$ cat src/rtl/kdepq_pkg.sv
// ============================================================================
// kdepq_pkg
// shared types and codes for the keyed double-ended priority queue
// ============================================================================
`default_nettype none

package kdepq_pkg;

    // fixed widths of the transaction fields
    localparam int ID_FIELD_W    = 16;
    localparam int LEVEL_FIELD_W = 8;

    // defaults for the top level parameters
    localparam int DEF_CAPACITY   = 256;
    localparam int DEF_ID_BITS    = 16;
    localparam int DEF_LEVEL_BITS = 8;

    localparam logic [1:0] OP_ADD    = 2'd0;
    localparam logic [1:0] OP_REMOVE = 2'd1;
    localparam logic [1:0] OP_MAX    = 2'd2;
    localparam logic [1:0] OP_MIN    = 2'd3;

    localparam logic [1:0] ST_OK     = 2'd0;
    localparam logic [1:0] ST_EMPTY  = 2'd1;
    localparam logic [1:0] ST_FULL   = 2'd2;
    localparam logic [1:0] ST_ABSENT = 2'd3;

    typedef struct packed {
        logic [1:0]               opcode;
        logic [ID_FIELD_W-1:0]    item_id;
        logic [LEVEL_FIELD_W-1:0] item_level;
    } req_t;

    typedef struct packed {
        logic [ID_FIELD_W-1:0] result_id;
        logic [1:0]            status;
    } rsp_t;

    // command broadcast to every cell of the sorted chain
    typedef enum logic [1:0] {
        CMD_NOP,
        CMD_INSERT,
        CMD_REMOVE
    } cell_cmd_t;

endpackage

`default_nettype wire

$ cat src/rtl/kdepq_cell.sv
// ============================================================================
// kdepq_cell
// one slot of the sorted chain, ascending in (level, id)
// ============================================================================
`default_nettype none

module kdepq_cell #(
    parameter int ID_BITS    = kdepq_pkg::DEF_ID_BITS,
    parameter int LEVEL_BITS = kdepq_pkg::DEF_LEVEL_BITS
) (
    input  wire logic                  clk,
    input  wire logic                  rst_n,
    input  wire kdepq_pkg::cell_cmd_t  cmd,
    input  wire logic [LEVEL_BITS-1:0] key_level,
    input  wire logic [ID_BITS-1:0]    key_id,
    input  wire logic                  left_valid,
    input  wire logic [ID_BITS-1:0]    left_id,
    input  wire logic [LEVEL_BITS-1:0] left_level,
    input  wire logic                  left_gt,
    input  wire logic                  right_valid,
    input  wire logic [ID_BITS-1:0]    right_id,
    input  wire logic [LEVEL_BITS-1:0] right_level,
    output logic                       valid,
    output logic [ID_BITS-1:0]         id,
    output logic [LEVEL_BITS-1:0]      level,
    output logic                       gt
);

    logic                  valid_reg;
    logic                  valid_next;
    logic [ID_BITS-1:0]    id_reg;
    logic [ID_BITS-1:0]    id_next;
    logic [LEVEL_BITS-1:0] level_reg;
    logic [LEVEL_BITS-1:0] level_next;
    logic                  above_key;
    logic                  at_or_above_key;

    assign above_key       = {level_reg, id_reg} >  {key_level, key_id};
    assign at_or_above_key = {level_reg, id_reg} >= {key_level, key_id};

    // an empty slot counts as larger than any key
    assign gt = !valid_reg || above_key;

    always_comb
    begin
        valid_next = valid_reg;
        id_next    = id_reg;
        level_next = level_reg;
        case (cmd)
            kdepq_pkg::CMD_INSERT:
            begin
                if (gt)
                begin
                    if (left_gt)
                    begin
                        valid_next = left_valid;
                        id_next    = left_id;
                        level_next = left_level;
                    end
                    else
                    begin
                        valid_next = 1'b1;
                        id_next    = key_id;
                        level_next = key_level;
                    end
                end
            end
            kdepq_pkg::CMD_REMOVE:
            begin
                // everything from the removed entry upwards shifts down one place
                if (valid_reg && at_or_above_key)
                begin
                    valid_next = right_valid;
                    id_next    = right_id;
                    level_next = right_level;
                end
            end
            default:
            begin
                valid_next = valid_reg;
            end
        endcase
    end

    always_ff @(posedge clk or negedge rst_n)
    begin
        if (!rst_n)
        begin
            valid_reg <= 1'b0;
        end
        else
        begin
            valid_reg <= valid_next;
        end
    end

    always_ff @(posedge clk)
    begin
        id_reg    <= id_next;
        level_reg <= level_next;
    end

    assign valid = valid_reg;
    assign id    = id_reg;
    assign level = level_reg;

endmodule

`default_nettype wire

$ cat config.mk
export PLATFORM = sky130hd
export DESIGN_NAME = kdepq_cell
export DESIGN_NICKNAME = d
export VERILOG_FILES = /design/src/rtl/kdepq_pkg.sv /design/src/rtl/kdepq_cell.sv
export SDC_FILE = /design/constraint.sdc
export NUM_CORES = 1
export LEC_CHECK = 0
export BUFFER_PORTS_ARGS = -buffer_cell sky130_fd_sc_hd__buf_2
export CORE_ASPECT_RATIO = 1.2
export CORE_MARGIN = 2
export CORE_UTILIZATION = 50
export CTS_BUF_LIST = sky130_fd_sc_hd__clkbuf_8
export CTS_CLUSTER_DIAMETER = 120
export DETAILED_ROUTE_END_ITERATION = 10
export PLACE_DENSITY = 0.92
export SYNTH_ARGS = -nofsm -noshare
export SYNTH_HDL_FRONTEND = slang
export SYNTH_SLANG_ARGS = --single-unit
$ cat constraint.sdc
create_clock -name clk -period 11.3 [get_ports clk]
set_input_delay 3.39 -clock clk [delete_from_list [all_inputs] [get_ports clk]]
set_output_delay 3.39 -clock clk [all_outputs]
set_load 0.02 [all_outputs]
# Word-level counts from Yosys, hierarchy flattened
# Cells that the tools add are included.
dict set report word_totals {
  reg_bits 25
  input_bits 79
  elab_cells 26
}
dict set report classes {
  magnitude_cmp 2
  eq_ne 4
  muxes 12
  n_reduce_logical 5
}
# cell n
set ops {}
lappend ops {{$mux W16} 3}
lappend ops {{$pmux W16 S2} 1}
lappend ops {{$ge A24 B24 Y1} 1}
lappend ops {{$gt A24 B24 Y1} 1}
lappend ops {{$mux W8} 3}
lappend ops {{$pmux W8 S2} 1}
lappend ops {{$ne A2 B2 Y1 const B} 2}
lappend ops {{$mux W1} 3}
lappend ops {{$reduce_and A3 Y1} 1}
lappend ops {{$eq A2 B1 Y1 const B} 1}
lappend ops {{$eq A2 B2 Y1 const B} 1}
lappend ops {{$pmux W1 S2} 1}
lappend ops {{$reduce_bool A2 Y1} 1}
lappend ops {{$logic_and A1 B1 Y1} 1}
lappend ops {{$logic_not A1 Y1} 1}
lappend ops {{$logic_or A1 B1 Y1} 1}

# Logic depth before layout (Yosys ltp)
dict set report depth {
  ltp_word 4
  depth_mapped 8
  depth_no_buf 8
}

# Worst setup path before layout
# No wires, ideal clock.
dict set report synth_timing {
  path_type {input to output}
  from {input key_level[3]}
  to {output gt}
  arrival_ns 5.020
  required_time_ns 7.910
  slack_ns 2.890
  path_stages 7
  cell_sequence {inv_1 ha_1 nand4_2 or4_4 or3_4 o21ai_0 nand2_1}
}
dict set report synth_via {
  elab_chain_len 2
}
# item line_no
set synth_rtl {}
lappend synth_rtl {{from (decl)} kdepq_cell.sv:14} ;# input wire logic [LEVEL_BITS-1:0] key_level,
lappend synth_rtl {{$gt A24 B24 Y1} kdepq_cell.sv:38} ;# assign above_key = {level_reg, id_reg} > {key_level, key_id};
lappend synth_rtl {{$logic_or A1 B1 Y1} kdepq_cell.sv:42} ;# assign gt = !valid_reg || above_key;
lappend synth_rtl {{to (decl)} kdepq_cell.sv:26} ;# output logic gt
# No other way between the ends.

# Final worst setup path
dict set report layout_timing {
  from {input key_id[15]}
  to {output gt}
}
dict set report layout_via {
  elab_chain_len 2
}
# item line_no
set layout_rtl {}
lappend layout_rtl {{from (decl)} kdepq_cell.sv:15} ;# input wire logic [ID_BITS-1:0] key_id,
lappend layout_rtl {{$gt A24 B24 Y1} kdepq_cell.sv:38}
lappend layout_rtl {{$logic_or A1 B1 Y1} kdepq_cell.sv:42}
# No other way between the ends.

==> results.cfg <==
[routing]
drc = 0
drtIter0Drc = 83
detail-route-antenna-nets = 0
via_per_inst = 5.155
drt-wirelength-per-cell_um = 13.27
num_vias = 1897
wl_um = 4882
first_pass_iters = 4

[global_route]
grt_pass1_vias = 1842
grt_max_degree = 51
use_met2_pct = 41.64
grt_overflow_total = 0
met1_usage_pct = 24.80
antenna_found_initial = 0
grtUsageMet3_pct = 2.128
grt_pass1_wl_um = 7659
grt_usage_pct = 22.38
busiest_layer = met2

[power]
peakVddDrop_uv = 72.13
p_total_mw = 0.2721
power_density_mw_per_mm2 = 104.7
leakagePower_nw = 1.347

[timing]
rsz0062_at_grt = no
fmax_mhz = 115.0
hold_viol = 0
tightest_slew_ns = 0.9529
fin_ws_ns = 2.604
setup_viol_count_final = 0
slew-limit-headroom_pct = 36.34
whs_ns = 0.7167
layout_worst_path_cycle_share_pct = 76.95
setup_tns_ns = 0
min_period_ns = 8.696
skew_ns = 0.001367
drv_slew = 0

[setup_path]
r2r-start = id[15]
r2r_cells = 7
worst-path-stages = 9
crit_arrival_ns = 5.31
path_cells = buf_2 -> inv_1 -> ha_1 -> nand4_1 -> or4_4 -> or3_4 -> o21ai_0 -> nand2_1 -> buf_2
reg2reg_to = id[0]
r2r_slack_ns = 8.45
crit_start = key_id[15]
critPathSlowestCell = or4_4
path_buf_inv = 3
critPathTopFamily = simple AND/OR/NAND/NOR gates
cp_max_fo = 3
worst-setup-path-type = input port to output port
crit_end = gt
required_ns = 7.91
cp-end-kind = output port
cpPeakStageDelay_ns = 0.58
start_kind = input port
crit_top_cell = buf_2

[finish]
area.growth.synth_to_final_pct = 30.96
antenna_cells = 0
finalNonFillerCells = 368
fin_area_mm2 = 0.002599
finalNetCount = 418
largest_reg_flops = 16
final_util_pct = 67.00
drive_gt1_share_pct = 36.94

[yosys]
yosys_most_used_dff = edfxtp_1
yosysWarnings = 0
ys_types = 31
async_flop_share_pct = 4.000
avgSynthCellArea_um2 = 9.316
synth_area_leader_cell = edfxtp_1
synthesis.instances = 213
syn_area_mm2 = 0.001984
synth_edf_count = 24
ys_ff_latch = 25
synthTopCellsByCount = 32 x o21ai_0, 31 x nand2_1, 27 x inv_1
synth.most_common_cell = o21ai_0
synthTopCellsByArea = edfxtp_1 36%, ha_1 15%, mux2i_1 12%
yosysSeqAreaShare_pct = 37.58
synth_top_area_share_pct = 36.32
synth_nets = 316

[floorplan]
ioPinCount = 105
die_w_um = 61.51
die_y_um = 73.01
core_area_mm2 = 0.003879
start_util_pct = 51.16
dieArea_mm2 = 0.004491
fp-row-count = 25

[placed_design]
dp_hpwl_um = 3943
portBuffers = 104
place_area_mm2 = 0.002554
dp_slack_ns = 2.603
dp_cells = 364
place_congestion = 0.8091

[clocking]
cts.sinks = 25
numCtsBuffers = 3
clkTransAtPathRegs_ns = 0.09
cts.htree.levels = 1
clock_path_buffers = 2
cts_tree = yes
cts-root-buf = clkbuf_8
clk_latency_ns = 0.27
cts_resized = 0
cts_setup_buffers = 0
holdBufCountCts = 0

[status]
outcome = finished, final reports clean

[worst_hold_path]
hp-class = flip-flop to flip-flop

[run]
max-cap-violations = 0
## worst min-delay path, delay by kind of cell, from the launching register on
family	cells	cell delay [ns]
DFF	1	0.47
buffers and inverters	1	0.11
AOI/OAI and AO/OA	1	0.09
## cells in the final DEF, fill, tap and decap left out
cell type / count
and2_1: 1
nor2_1: 3
o21ai_0: 32
nand4_2: 2
nor2b_4: 1
mux2i_1: 24
a211o_1: 1
a211oi_1: 1
ha_1: 24
nand2_1: 31
or3_4: 1
or4_4: 1
o31ai_1: 1
clkbuf_8: 3
dfrtp_1: 1
inv_1: 28
and2b_2: 1
a22oi_4: 1
nand4_1: 4
nor3_1: 1
buf_4: 1
and4b_1: 1
a21o_1: 1
a21oi_1: 16
buf_2: 104
o21ai_2: 1
o21a_1: 1
edfxtp_1: 24
o21ai_1: 1
nand2b_1: 1
a31oi_1: 1
## how the worst min path moves through the flow
stage               start     to  slack (ns)  cells past startpoint
finish              valid  valid        0.72                      2
global route        valid  valid        0.76                      2
CTS                 valid  valid        0.72                      2
detailed placement  valid  valid        0.70                      2
global placement    valid  valid        0.66                      2
floorplan           valid  valid        0.72                      2
## final cells by class
type                            count  area (µm²)
Inverter                           27       101.3
Timing Repair Buffer              105       528.0
Fill cell                         341        1280
Tap cell                           54       67.56
Multi-Input combinational cell    153        1111
Clock inverter                      1       3.754
Sequential cell                    25       745.7
Clock buffer                        3       41.29
## per-layer routing
layer / vias to the layer above / wire (µm)
met4: 0 / 102
li1: 963 / -
met1: 866 / 1910
met3: 8 / 191
met5: - / 0
met2: 60 / 2677
## where the power goes
group	internal, mW	leakage [nW]	switching (mW)	total [mW]
registers	0.116	0.234	0.00631	0.122
logic	0.0400	1.09	0.0565	0.0965
clock network	0.0243	0.0269	0.0290	0.0533
total	0.180	1.35	0.0918	0.272
## kinds of logic (layout without fill, tap and decap cells)
| family | after synthesis | count (layout) | synth area share (%) |
|---|---|---|---|
| compound gates | 57 | 57 | 16.14 |
| simple gates | 48 | 48 | 12.23 |
| buf+inv | 35 | 136 | 6.810 |
| flops | 25 | 25 | 37.58 |
| fa+ha+maj | 24 | 24 | 15.13 |
| mux | 24 | 24 | 12.11 |
Power figures use the tool's default switching activity.
